**config.mk**
```make
export PLATFORM = sky130hd
export DESIGN_NAME = register_write_frame_encoder_unit_flat
export DESIGN_NICKNAME = d
export VERILOG_FILES = /design/src/hdl/rwfe_pkg.sv /design/src/hdl/rwfe_ifs.sv /design/src/hdl/rwfe_front.sv /design/src/hdl/rwfe_fifo.sv /design/src/hdl/rwfe_back.sv /design/src/hdl/register_write_frame_encoder_unit.sv /design/src/flat_wrapper.sv
export SDC_FILE = /design/constraint.sdc
export NUM_CORES = 1
export LEC_CHECK = 0
export BUFFER_PORTS_ARGS = -buffer_cell sky130_fd_sc_hd__clkbuf_2
export CORE_ASPECT_RATIO = 1.25
export CORE_MARGIN = 2
export CORE_UTILIZATION = 45
export CTS_CLUSTER_DIAMETER = 200
export DETAILED_ROUTE_END_ITERATION = 10
export PLACE_DENSITY = 0.65
export REMOVE_ABC_BUFFERS = 1
export SYNTH_ARGS = -nofsm -noshare
export SYNTH_HDL_FRONTEND = slang
export SYNTH_SLANG_ARGS = --single-unit
export TNS_END_PERCENT = 100
```
**constraint.sdc**
```tcl
create_clock -name clk_i -period 11.5 [get_ports clk_i]
set_input_delay 2.3 -clock clk_i [delete_from_list [all_inputs] [get_ports clk_i]]
set_output_delay 2.3 -clock clk_i [all_outputs]
set_load 0.01 [all_outputs]
```
**src/hdl/rwfe_pkg.sv**
```systemverilog
package rwfe_pkg;

  typedef enum logic [1:0] {
    CMD_START    = 2'd0,
    CMD_PAYLOAD  = 2'd1,
    CMD_RESPONSE = 2'd2
  } cmd_e;

  typedef enum logic [1:0] {
    JOB_START   = 2'd0,
    JOB_PAYLOAD = 2'd1,
    JOB_VERDICT = 2'd2
  } job_kind_e;

  localparam logic [7:0]  HDR_SOF   = 8'h7E;
  localparam logic [7:0]  HDR_CMD_H = 8'h00;
  localparam logic [7:0]  HDR_CMD_L = 8'h08;
  localparam logic [15:0] CRC_POLY  = 16'h1021;
  localparam logic [7:0]  RESP_ACK  = 8'h02;
  localparam logic [7:0]  RESP_ZERO = 8'h00;
  localparam logic [2:0]  RESP_LAST = 3'd6;

  localparam logic OUT_FRAME   = 1'b0;
  localparam logic OUT_VERDICT = 1'b1;

  // One queued unit of work for the back end; expands to 1..8 results.
  typedef struct packed {
    job_kind_e   kind;
    logic        crc_tail;
    logic        verdict;
    logic [15:0] addr;
    logic [7:0]  len;
    logic [7:0]  data;
  } job_t;

  // CRC-16, poly 0x1021, MSB first, one byte.
  function automatic logic [15:0] crc_byte(logic [15:0] crc, logic [7:0] b);
    logic [15:0] c;
    c = crc ^ {b, 8'h00};
    for (int k = 0; k < 8; k++) begin
      if (c[15]) begin
        c = {c[14:0], 1'b0} ^ CRC_POLY;
      end else begin
        c = {c[14:0], 1'b0};
      end
    end
    return c;
  endfunction

endpackage

```
**src/hdl/rwfe_ifs.sv**
```systemverilog
interface rwfe_in_if;
  logic        valid;
  logic        ready;
  logic [1:0]  cmd;
  logic [15:0] reg_address;
  logic [7:0]  payload_length;
  logic [7:0]  data_byte;

  modport source (output valid, cmd, reg_address, payload_length, data_byte, input ready);
  modport sink (input valid, cmd, reg_address, payload_length, data_byte, output ready);
endinterface

interface rwfe_out_if;
  logic       valid;
  logic       ready;
  logic       out_kind;
  logic [7:0] out_byte;
  logic       verdict;
  logic       last;

  modport source (output valid, out_kind, out_byte, verdict, last, input ready);
  modport sink (input valid, out_kind, out_byte, verdict, last, output ready);
endinterface

```
**src/hdl/rwfe_front.sv**
```systemverilog
module rwfe_front (
  input  logic          clk_i,
  input  logic          rst_ni,
  rwfe_in_if.sink       in_i,
  input  logic          full_i,
  output logic          push_o,
  output rwfe_pkg::job_t job_o
);
  import rwfe_pkg::*;

  logic [7:0] left_q, left_d;
  logic [2:0] ridx_q, ridx_d;
  logic       rbad_q, rbad_d;
  logic       take;
  logic       bad_n;

  assign in_i.ready = !full_i;
  assign take = in_i.valid && !full_i;

  always_comb begin
    left_d = left_q;
    ridx_d = ridx_q;
    rbad_d = rbad_q;
    push_o = 1'b0;
    bad_n  = rbad_q;
    job_o.kind     = JOB_START;
    job_o.crc_tail = 1'b0;
    job_o.verdict  = 1'b0;
    job_o.addr     = in_i.reg_address;
    job_o.len      = in_i.payload_length;
    job_o.data     = in_i.data_byte;
    case (in_i.cmd)
      CMD_START: begin
        push_o         = take;
        job_o.crc_tail = (in_i.payload_length == 8'd0);
        if (take) begin
          left_d = in_i.payload_length;
          ridx_d = '0;
          rbad_d = 1'b0;
        end
      end
      CMD_PAYLOAD: begin
        job_o.kind     = JOB_PAYLOAD;
        job_o.crc_tail = (left_q == 8'd1);
        // stray payload bytes are dropped
        if (left_q != 8'd0) begin
          push_o = take;
          if (take) begin
            left_d = left_q - 8'd1;
          end
        end
      end
      CMD_RESPONSE: begin
        if (ridx_q == 3'd0 && in_i.data_byte != RESP_ACK) begin
          bad_n = 1'b1;
        end
        if ((ridx_q == 3'd1 || ridx_q == 3'd2) && in_i.data_byte != RESP_ZERO) begin
          bad_n = 1'b1;
        end
        job_o.kind    = JOB_VERDICT;
        job_o.verdict = bad_n;
        if (ridx_q == RESP_LAST) begin
          push_o = take;
          if (take) begin
            ridx_d = '0;
            rbad_d = 1'b0;
          end
        end else if (take) begin
          ridx_d = ridx_q + 3'd1;
          rbad_d = bad_n;
        end
      end
      default: begin
      end
    endcase
  end

  always_ff @(posedge clk_i or negedge rst_ni) begin
    if (!rst_ni) begin
      left_q <= '0;
      ridx_q <= '0;
      rbad_q <= 1'b0;
    end else begin
      left_q <= left_d;
      ridx_q <= ridx_d;
      rbad_q <= rbad_d;
    end
  end

endmodule

```
**src/hdl/rwfe_fifo.sv**
```systemverilog
module rwfe_fifo #(
  parameter int unsigned Depth = 2
) (
  input  logic           clk_i,
  input  logic           rst_ni,
  input  logic           push_i,
  input  rwfe_pkg::job_t wdata_i,
  output logic           full_o,
  input  logic           pop_i,
  output logic           empty_o,
  output rwfe_pkg::job_t rdata_o
);
  import rwfe_pkg::*;

  localparam int unsigned AW = (Depth > 1) ? $clog2(Depth) : 1;
  localparam int unsigned CW = $clog2(Depth + 1);

  job_t          mem_q [Depth];
  logic [AW-1:0] wr_q, rd_q;
  logic [CW-1:0] cnt_q;
  logic          do_push, do_pop;

  assign full_o  = (cnt_q == CW'(Depth));
  assign empty_o = (cnt_q == '0);
  assign do_push = push_i && !full_o;
  assign do_pop  = pop_i && !empty_o;
  assign rdata_o = mem_q[rd_q];

  always_ff @(posedge clk_i) begin
    if (do_push) begin
      mem_q[wr_q] <= wdata_i;
    end
  end

  always_ff @(posedge clk_i or negedge rst_ni) begin
    if (!rst_ni) begin
      wr_q  <= '0;
      rd_q  <= '0;
      cnt_q <= '0;
    end else begin
      if (do_push) begin
        wr_q <= (wr_q == AW'(Depth - 1)) ? '0 : wr_q + 1'b1;
      end
      if (do_pop) begin
        rd_q <= (rd_q == AW'(Depth - 1)) ? '0 : rd_q + 1'b1;
      end
      if (do_push && !do_pop) begin
        cnt_q <= cnt_q + 1'b1;
      end else if (do_pop && !do_push) begin
        cnt_q <= cnt_q - 1'b1;
      end
    end
  end

endmodule

```
**src/hdl/rwfe_back.sv**
```systemverilog
module rwfe_back (
  input  logic           clk_i,
  input  logic           rst_ni,
  input  logic           empty_i,
  input  rwfe_pkg::job_t job_i,
  output logic           pop_o,
  rwfe_out_if.source     out_o
);
  import rwfe_pkg::*;

  logic [2:0]  step_q;
  logic [15:0] crc_q;
  logic        vld_q;
  logic        kind_q, verd_q, last_q;
  logic [7:0]  byte_q;

  logic        load;
  logic [7:0]  sel_byte;
  logic        sel_kind, sel_last;
  logic        crc_en, crc_clr;
  logic [15:0] crc_base;

  assign load  = !empty_i && (!vld_q || out_o.ready);
  assign pop_o = load && sel_last;

  always_comb begin
    sel_byte = '0;
    sel_kind = OUT_FRAME;
    sel_last = 1'b0;
    crc_en   = 1'b0;
    crc_clr  = 1'b0;
    case (job_i.kind)
      JOB_START: begin
        case (step_q)
          3'd0: sel_byte = HDR_SOF;
          3'd1: sel_byte = HDR_CMD_H;
          3'd2: sel_byte = HDR_CMD_L;
          3'd3: begin
            sel_byte = job_i.len;
            crc_en   = 1'b1;
            crc_clr  = 1'b1;
          end
          3'd4: begin
            sel_byte = job_i.addr[15:8];
            crc_en   = 1'b1;
          end
          3'd5: begin
            sel_byte = job_i.addr[7:0];
            crc_en   = 1'b1;
            sel_last = !job_i.crc_tail;
          end
          3'd6: sel_byte = crc_q[15:8];
          default: begin
            sel_byte = crc_q[7:0];
            sel_last = 1'b1;
          end
        endcase
      end
      JOB_PAYLOAD: begin
        case (step_q)
          3'd0: begin
            sel_byte = job_i.data;
            crc_en   = 1'b1;
            sel_last = !job_i.crc_tail;
          end
          3'd1: sel_byte = crc_q[15:8];
          default: begin
            sel_byte = crc_q[7:0];
            sel_last = 1'b1;
          end
        endcase
      end
      default: begin
        sel_kind = OUT_VERDICT;
        sel_last = 1'b1;
      end
    endcase
  end

  assign crc_base = crc_clr ? 16'h0000 : crc_q;

  always_ff @(posedge clk_i or negedge rst_ni) begin
    if (!rst_ni) begin
      step_q <= '0;
      crc_q  <= '0;
      vld_q  <= 1'b0;
    end else begin
      if (load) begin
        step_q <= sel_last ? 3'd0 : step_q + 3'd1;
        if (crc_en) begin
          crc_q <= crc_byte(crc_base, sel_byte);
        end
        vld_q <= 1'b1;
      end else if (out_o.ready) begin
        vld_q <= 1'b0;
      end
    end
  end

  always_ff @(posedge clk_i) begin
    if (load) begin
      byte_q <= sel_byte;
      kind_q <= sel_kind;
      verd_q <= (sel_kind == OUT_VERDICT) ? job_i.verdict : 1'b0;
      last_q <= sel_last;
    end
  end

  assign out_o.valid    = vld_q;
  assign out_o.out_kind = kind_q;
  assign out_o.out_byte = byte_q;
  assign out_o.verdict  = verd_q;
  assign out_o.last     = last_q;

endmodule

```
**src/hdl/register_write_frame_encoder_unit.sv**
```systemverilog
// Register-write frame encoder with reply checker.
// in_i (valid/ready): cmd 0 starts a frame (reg_address, payload_length),
//   cmd 1 carries a payload byte, cmd 2 a received reply byte; cmd 3 and
//   payload bytes beyond the announced length are dropped with no result.
// out_o (valid/ready): frame bytes 7E 00 08 len addr_hi addr_lo, payload
//   echoes, CRC-16 (0x1021, init 0) high byte first; after seven reply bytes
//   one verdict (0 = reply began 02 00 00). last marks an item's final result.
// The front end tracks payload count and reply state and queues a compact
// job per item; while the receiver is ready, the back end expands jobs into
// one result per cycle and runs the CRC, one byte per cycle, as bytes leave.
// An input item passes through the job queue and the back end's output
//   register before its results leave on out_o.
// Throughput: one input per cycle while the job queue (QueueDepth entries)
//   has room; sustained rate is set by the output port at one result per
//   cycle, and a start yields 6 or 8 results, a payload byte 1 or 3.
// Reset clears counters, CRC, queue and output valid.
// A stalled receiver holds the output register; the queue then fills and
//   in_i.ready drops.
module register_write_frame_encoder_unit #(
  parameter int unsigned QueueDepth = 2
) (
  input logic        clk_i,
  input logic        rst_ni,
  rwfe_in_if.sink    in_i,
  rwfe_out_if.source out_o
);
  import rwfe_pkg::*;

  job_t push_job, head_job;
  logic push, pop, full, empty;

  rwfe_front u_front (
    .clk_i  (clk_i),
    .rst_ni (rst_ni),
    .in_i   (in_i),
    .full_i (full),
    .push_o (push),
    .job_o  (push_job)
  );

  rwfe_fifo #(
    .Depth (QueueDepth)
  ) u_fifo (
    .clk_i   (clk_i),
    .rst_ni  (rst_ni),
    .push_i  (push),
    .wdata_i (push_job),
    .full_o  (full),
    .pop_i   (pop),
    .empty_o (empty),
    .rdata_o (head_job)
  );

  rwfe_back u_back (
    .clk_i   (clk_i),
    .rst_ni  (rst_ni),
    .empty_i (empty),
    .job_i   (head_job),
    .pop_o   (pop),
    .out_o   (out_o)
  );

endmodule

```
**src/flat_wrapper.sv**
```systemverilog
// flat-port wrapper written by rule: the top's interface ports become plain ports
module register_write_frame_encoder_unit_flat import rwfe_pkg::*;
#(
  parameter int unsigned QueueDepth = 2
)
  (clk_i, rst_ni, in_i_valid, in_i_cmd, in_i_reg_address, in_i_payload_length, in_i_data_byte, in_i_ready, out_o_valid, out_o_out_kind, out_o_out_byte, out_o_verdict, out_o_last, out_o_ready);
  rwfe_in_if in_i_i ();
  rwfe_out_if out_o_i ();
  input logic clk_i;
  input logic rst_ni;
  input wire logic [$bits(in_i_i.valid)-1:0] in_i_valid;
  input wire logic [$bits(in_i_i.cmd)-1:0] in_i_cmd;
  input wire logic [$bits(in_i_i.reg_address)-1:0] in_i_reg_address;
  input wire logic [$bits(in_i_i.payload_length)-1:0] in_i_payload_length;
  input wire logic [$bits(in_i_i.data_byte)-1:0] in_i_data_byte;
  output wire logic [$bits(in_i_i.ready)-1:0] in_i_ready;
  output wire logic [$bits(out_o_i.valid)-1:0] out_o_valid;
  output wire logic [$bits(out_o_i.out_kind)-1:0] out_o_out_kind;
  output wire logic [$bits(out_o_i.out_byte)-1:0] out_o_out_byte;
  output wire logic [$bits(out_o_i.verdict)-1:0] out_o_verdict;
  output wire logic [$bits(out_o_i.last)-1:0] out_o_last;
  input wire logic [$bits(out_o_i.ready)-1:0] out_o_ready;
  assign in_i_i.valid = in_i_valid;
  assign in_i_i.cmd = in_i_cmd;
  assign in_i_i.reg_address = in_i_reg_address;
  assign in_i_i.payload_length = in_i_payload_length;
  assign in_i_i.data_byte = in_i_data_byte;
  assign in_i_ready = in_i_i.ready;
  assign out_o_valid = out_o_i.valid;
  assign out_o_out_kind = out_o_i.out_kind;
  assign out_o_out_byte = out_o_i.out_byte;
  assign out_o_verdict = out_o_i.verdict;
  assign out_o_last = out_o_i.last;
  assign out_o_i.ready = out_o_ready;
  register_write_frame_encoder_unit #(.QueueDepth(QueueDepth)) u_core (.clk_i(clk_i), .rst_ni(rst_ni), .in_i(in_i_i), .out_o(out_o_i));
endmodule
```
# Word-level counts from Yosys, hierarchy flattened
# Memories as Yosys holds them, arrays and structs flattened.
# Cells that the tools add are included.
[totals]
output_inout_bits = 13
mem_bits_rw = 72
inputBits = 38
word_cells = 148
regBits = 47
n_memories = 1
[classes]
eq_ne = 19
n_mux = 64
addsub = 7
bitwise_logic = 9
reduce_logical = 35
[memory_table]
columns = ["name", "words", "width", "rd", "rd_ports_with_merged_regs", "wr", "line", "text"]
rows = [
  ["u_core.u_fifo.mem_q", 2, 36, 1, 0, 1, "rwfe_fifo.sv:18", "job_t mem_q [Depth];"],
]
[ops]
columns = ["cell", "count"]
rows = [
  ["2-to-1 mux 16 bit", 15],
  ["2-to-1 mux 13 bit", 8],
  ["case mux 8 bit (7 select lines)", 1],
  ["case mux 8 bit (2 select lines)", 3],
  ["2-to-1 mux 8 bit", 3],
  ["NOT 3 bit", 8],
  ["2-to-1 mux 1 bit", 19],
  ["nonzero test 8 bit", 2],
  ["bitwise XOR 16 bit", 1],
  ["equality test 3 bit (second input constant)", 4],
  ["2-to-1 mux 3 bit", 4],
  ["case mux 1 bit (2 select lines)", 6],
  ["equality test 3 x 2 -> 1 bit (second input constant)", 3],
  ["logical AND 1 bit", 9],
  ["equality test 8 x 1 -> 1 bit (second input constant)", 1],
  ["logical NOT 8 bit", 1],
  ["!= test 8 x 2 -> 1 bit (second input constant)", 1],
  ["nonzero test 2 bit", 4],
  ["subtractor 8 x 1 -> 8 bit (second input constant)", 1],
  ["adder 3 x 1 -> 3 bit (second input constant)", 2],
  ["equality test 3 x 1 -> 1 bit (second input constant)", 2],
  ["logical NOT 1 bit", 6],
  ["logical NOT 2 bit", 3],
  ["logical NOT 3 bit", 2],
  ["17 further kinds", 25],
]

# Logic depth before layout (Yosys ltp)
[logic_depth]
ltp_word = 35
ltp_mapped = 14
depth_no_buf = 11

# Modules after synthesis
# A second synthesis with hierarchy kept.
[unflattened]
hier_cells = 520
hier_area_um2 = 6424.9
[by_module_without_submodules]
columns = ["mod", "area_per_inst_um2", "cells_each", "seq_area_each_um2", "n_inst"]
rows = [
  ["rwfe_fifo", 2944.1, 131, 2262.2, 1],
  ["rwfe_back", 2209.6, 233, 830.8, 1],
  ["rwfe_front", 1271.2, 156, 300.3, 1],
]

# Worst setup path before layout
# OpenSTA, ideal clock, no wires.
[synth_timing]
kind = "input to register"
startpoint = "in in_i_cmd[0]"
endpoint = "mem u_core.u_fifo.mem_q[0][0] (netlist name) (enable)"
path_stages = 5
setup_slack_ns = 4.722
required_time_ns = 10.981
path_buffers = 0
setup_time_ns = 0.519
t_arrival_ns = 6.259
cell_sequence = "inv_1 > ha_1 > nand2b_1 > a31oi_1 > nor4_1"
[synth_via]
elab_chain_len = 5
elab_cells_between_ends = 7
classes_between = "2 x eq/ne; 3 x mux; 2 x reduce/logical"
[synth_lines]
columns = ["item", "line", "text"]
rows = [
  ["start, declared", "flat_wrapper.sv:12", "input wire logic [$bits(in_i_i.cmd)-1:0] in_i_cmd;"],
  ["equality test 2 bit, or another cell as far along", "rwfe_front.sv:32", "case (in_i.cmd)"],
  ["case mux 1 bit (3 select lines) (*)", "rwfe_front.sv:32", ""],
  ["logical AND 1 bit (*)", "rwfe_fifo.sv:25", "assign do_push = push_i && !full_o;"],
  ["2-to-1 mux 1 bit (*)", "rwfe_fifo.sv:30", "if (do_push) begin"],
  ["2-to-1 mux 1 bit (not written as such) (*)", "rwfe_fifo.sv:31", "mem_q[wr_q] <= wdata_i;"],
  ["end, declared", "rwfe_fifo.sv:18", ""],
]
# Every way passes the cells marked *; elsewhere a longest branch is shown, timed or not.

# Final worst setup path
[layout_timing]
startpoint = "in in_i_cmd[0]"
endpoint = "mem u_core.u_fifo.mem_q[1][18] (netlist name) (enable)"
[layout_via]
elab_chain_len = 5
elab_cells_between_ends = 7
classes_between = "2 x eq/ne; 3 x mux; 2 x reduce/logical"
[layout_lines]
columns = ["item", "line", "text"]
rows = [
  ["equality test 2 bit, or another cell as far along", "rwfe_front.sv:32", ""],
  ["case mux 1 bit (3 select lines) (*)", "rwfe_front.sv:32", ""],
  ["logical AND 1 bit (*)", "rwfe_fifo.sv:25", ""],
  ["named net u_core.u_fifo.do_push", "rwfe_fifo.sv:21", "logic do_push, do_pop;"],
  ["2-to-1 mux 1 bit (*)", "rwfe_fifo.sv:30", ""],
  ["2-to-1 mux 1 bit (not written as such) (*)", "rwfe_fifo.sv:31", ""],
]
# The timed path passes the listed nets; every way through them passes the cells marked *.

==> metrics.md <==
| Metric | Value |
|---|---|
| Status | `completed` |
| # rows | `46` |
| Post-route DRC | `0` |
| CTS tree | `built` |
| Max H-tree Level | `4` |
| Initial antenna violation count | `0` |
| CTS clock-pin slew for the worst setup and hold paths | `0.05 ns` |
| Flops & latches, synth | `119` |
| Max-cap viol count | `0` |
| Most common cell after layout, fill and taps aside | `edfxtp_1` |
| Overflow after GRT | `0` |
| Share of layout cells above drive strength 1 | `19.6%` |
| Final HPWL DP | `8740 um` |
| R2r setup slk | `7.88 ns` |
| Asr flop ratio synth | `30.3%` |
| Post-synthesis simple-gate area fraction | `12.4%` |
| WL per Instance | `17.3 um` |
| Seq pwr share | `34.8%` |
| Diodes inserted | `0` |
| Setup WS post-layout | `7.22 ns` |
| Sw Share | `37.2%` |
| CP arrival | `4.36 ns` |
| Maximum vdd drop | `0.120 mV` |
| CP endpoint kind | `flop` |
| Chip Width | `107 um` |
| Vias | `3,978` |
| Initial core utilization | `46.5%` |
| Mapped Avg Cell Area | `12.1 um2` |
| Root buffer cell | `clkbuf_16` |
| Largest family of logic cells by synthesized area | `simple AND/OR/NAND/NOR gates` |
| Lkg Pwr | `2.74 nW` |
| CP Launch Type | `input pin` |
| Clk sinks | `119` |
| Synth Area in Compound Gates | `12.0%` |
| Worst R2R End | `u_core.u_back.crc_q[13]` |
| DRT iter0 DRCs | `277` |
| Type of the worst min-delay path | `flop to flop` |
| Crit Path Max Fanout | `23` |
| First-pass GRT wire length | `20,200 um` |
| Sw power | `0.000730 W` |
| Die Ht | `132 um` |
| I/O pin cnt | `51` |
| CTS buffer count | `17` |
| Fin util | `54.0%` |
| Post-Synth Adder-Cell Area | `4.00%` |
| Synthesized area | `5940 um2` |
| Final #Nets | `600` |
| Final RePlAce weighted congestion | `0.878` |
| EDFF count, synth | `83` |
| RR Startpoint | `u_core.u_back.step_q[2]` |
| Slew HR | `29.0%` |
| Post-CTS Setup Bufs | `0` |
| Final Non-Filler Cells | `724` |
| Final hold vios | `0` |
| Pre-CTS WS | `6.73 ns` |
| Clk pwr share | `25.9%` |
| Die area | `14,100 um2` |
| Unique masters post-synth | `63` |
| Part of the power in combinational logic | `39.3%` |
| Tcrit/Tclk final | `37.2%` |
| Insertion delay to the later sink of the worst-skew pair | `0.41 ns` |
| Routed wire length | `12,500 um` |
| Pre-Repair DR Iteration Count | `4` |
| Post-synthesis mux area share | `7.48%` |
| Xor and xnor area share after synthesis | `3.94%` |
| Setup violations, final | `0` |
| Top_reg_cell synth | `edfxtp_1` |
| GRT Overall Usage | `18.7%` |
| Final ANT Viol Nets | `0` |
| Port buffer count | `50` |
| Worst-Margin Slew | `1.06 ns` |
| Warnings from Yosys | `0` |
| Post-Place Cells | `692` |
| CP endpoint | `u_core.u_fifo.mem_q[1][18]` |
| RSZ-0062 raised after global routing | `no` |
| P per Cell Area | `284 nW/um2` |
| Post-synthesis sequential area ratio | `57.1%` |
| Synth Instances | `491` |
| Pin count of the biggest net entering global routing | `37` |
| Core area | `12,800 um2` |
| Number of global-route vias before repair | `3,988` |
| Tmin final | `4.28 ns` |
| CTS max path bufs | `2` |
| Clock Skews | `0.00679 ns` |
| Reg2Reg Depth | `10` |
| Most frequent cells in the layout | `edfxtp_1 (83), clkbuf_2 (50), nand2_1 (42), dfrtp_1 (35), mux2i_1 (32)` |
| Internal | `0.00123 W` |
| Final slew viol count | `0` |
| Worst path required time | `11.58 ns` |
| Area growth from synthesis to layout | `16.2%` |
| Post-CTS Hold Fix Bufs | `0` |
| Crit path from | `in_i_cmd[0]` |
| CTS resizes | `0` |
| DR vias/cell | `5.49` |
| Worst Setup Path Type | `input pin to flop` |
| Setup TNS | `0 ns` |
| F_max | `234 MHz` |
-- synth_stat cells, drive strengths merged (10+ instances only) --
library cell   n  area [um2]
nor2          28         105
ha            19         238
clkbuf        11        41.3
nand2         43         169
nor3          11        60.1
edfxtp        83        2490
mux2i         32         320
mux2          11         124
o21ai         41         209
xnor2         12         120
buf           11        83.8
a21oi         10        53.8
dfrtp         36         901
xor2          13         114
nand3         14        70.1
o22ai         14        87.6
inv           15        56.3
-- critical path, stage by stage --
cell	delay [ns]
clkbuf_2	0.11
inv_1	0.10
ha_1	0.22
nand2b_1	0.12
a31oi_1	0.11
nor3_1	0.36
and2_1	0.60
buf_4	0.42
-- how the worst min path moves through the flow --
| stage | start | end | depth (start not counted) |
|---|---|---|---|
| 6_report | u_core.u_fifo.wr_q | u_core.u_fifo.wr_q | 1 |
| 5_1_grt | u_core.u_front.rbad_q | u_core.u_front.rbad_q | 1 |
| 4_1_cts | u_core.u_front.rbad_q | u_core.u_front.rbad_q | 1 |
| 3_5_place_dp | u_core.u_front.rbad_q | u_core.u_front.rbad_q | 1 |
| 3_3_place_gp | u_core.u_front.rbad_q | u_core.u_front.rbad_q | 1 |
| 2_1_floorplan | u_core.u_fifo.wr_q | u_core.u_fifo.wr_q | 1 |
-- layout make-up --
cell class                      instances  area (um2)
Fill cell                            1114        5870
Sequential cell                       119        3390
Multi-Input combinational cell        335        2370
Clock buffer                           17         425
Timing Repair Buffer                   55         288
Tap cell                              168         210
Clock inverter                         15         156
Inverter                               15        56.3
-- registers in the layout, summed over array words and instances, names as in the netlist --
register	flops
u_core.u_back.out_o.last	1
u_core.u_back.out_o.verdict	1
u_core.u_back.out_o.valid	1
u_core.u_fifo.mem_q	72
u_core.u_front.left_q	8
u_core.u_back.out_o.out_byte	8
u_core.u_fifo.rd_q	1
u_core.u_front.ridx_q	3
u_core.u_back.out_o.out_kind	1
u_core.u_fifo.wr_q	1
u_core.u_back.step_q	3
u_core.u_fifo.cnt_q	2
u_core.u_front.rbad_q	1
u_core.u_back.crc_q	16
-- cells by family (layout without fill, tap and decap cells) --
logic type	after synthesis	after routing
AOI/OAI and AO/OA	104	104
xor gates and xnor gates	25	25
adders and majority gates	19	19
buffers and inverters	37	102
DFF	119	119
muxes	43	43
and+or+nand+nor	144	144
-- routing by layer --
layer / global-route usage [%] / vias to the layer above / part of all wire [%]
met1: 22.3 / 1924 / 42
met5: 0 / - / 0
met2: 32.3 / 97 / 52
li1: - / 1944 / -
met3: 5.32 / 13 / 4.4
met4: 6.49 / 0 / 1.6
-- through the flow --
stage	total power, W	hold WS (ns)	instance area [um2]
after floorplan	0.00127	0.456	5820
after global placement	0.00144	0.483	6320
after detailed placement	0.00146	0.496	6320
after CTS	0.00198	0.508	6900
after global routing	0.00209	0.528	6900
final	0.00196	0.508	6900
-- power groups by stage --
stage / combinational (W) / sequential, W / clock, W
floorplan: 0.000578 / 0.000687 / 0
CTS: 0.000776 / 0.000681 / 0.000519
detailed placement: 0.000774 / 0.000687 / 0
finish: 0.000771 / 0.000682 / 0.000509
global placement: 0.000755 / 0.000683 / 0
global route: 0.000856 / 0.000697 / 0.000538
(Power assumes the default switching activity.)
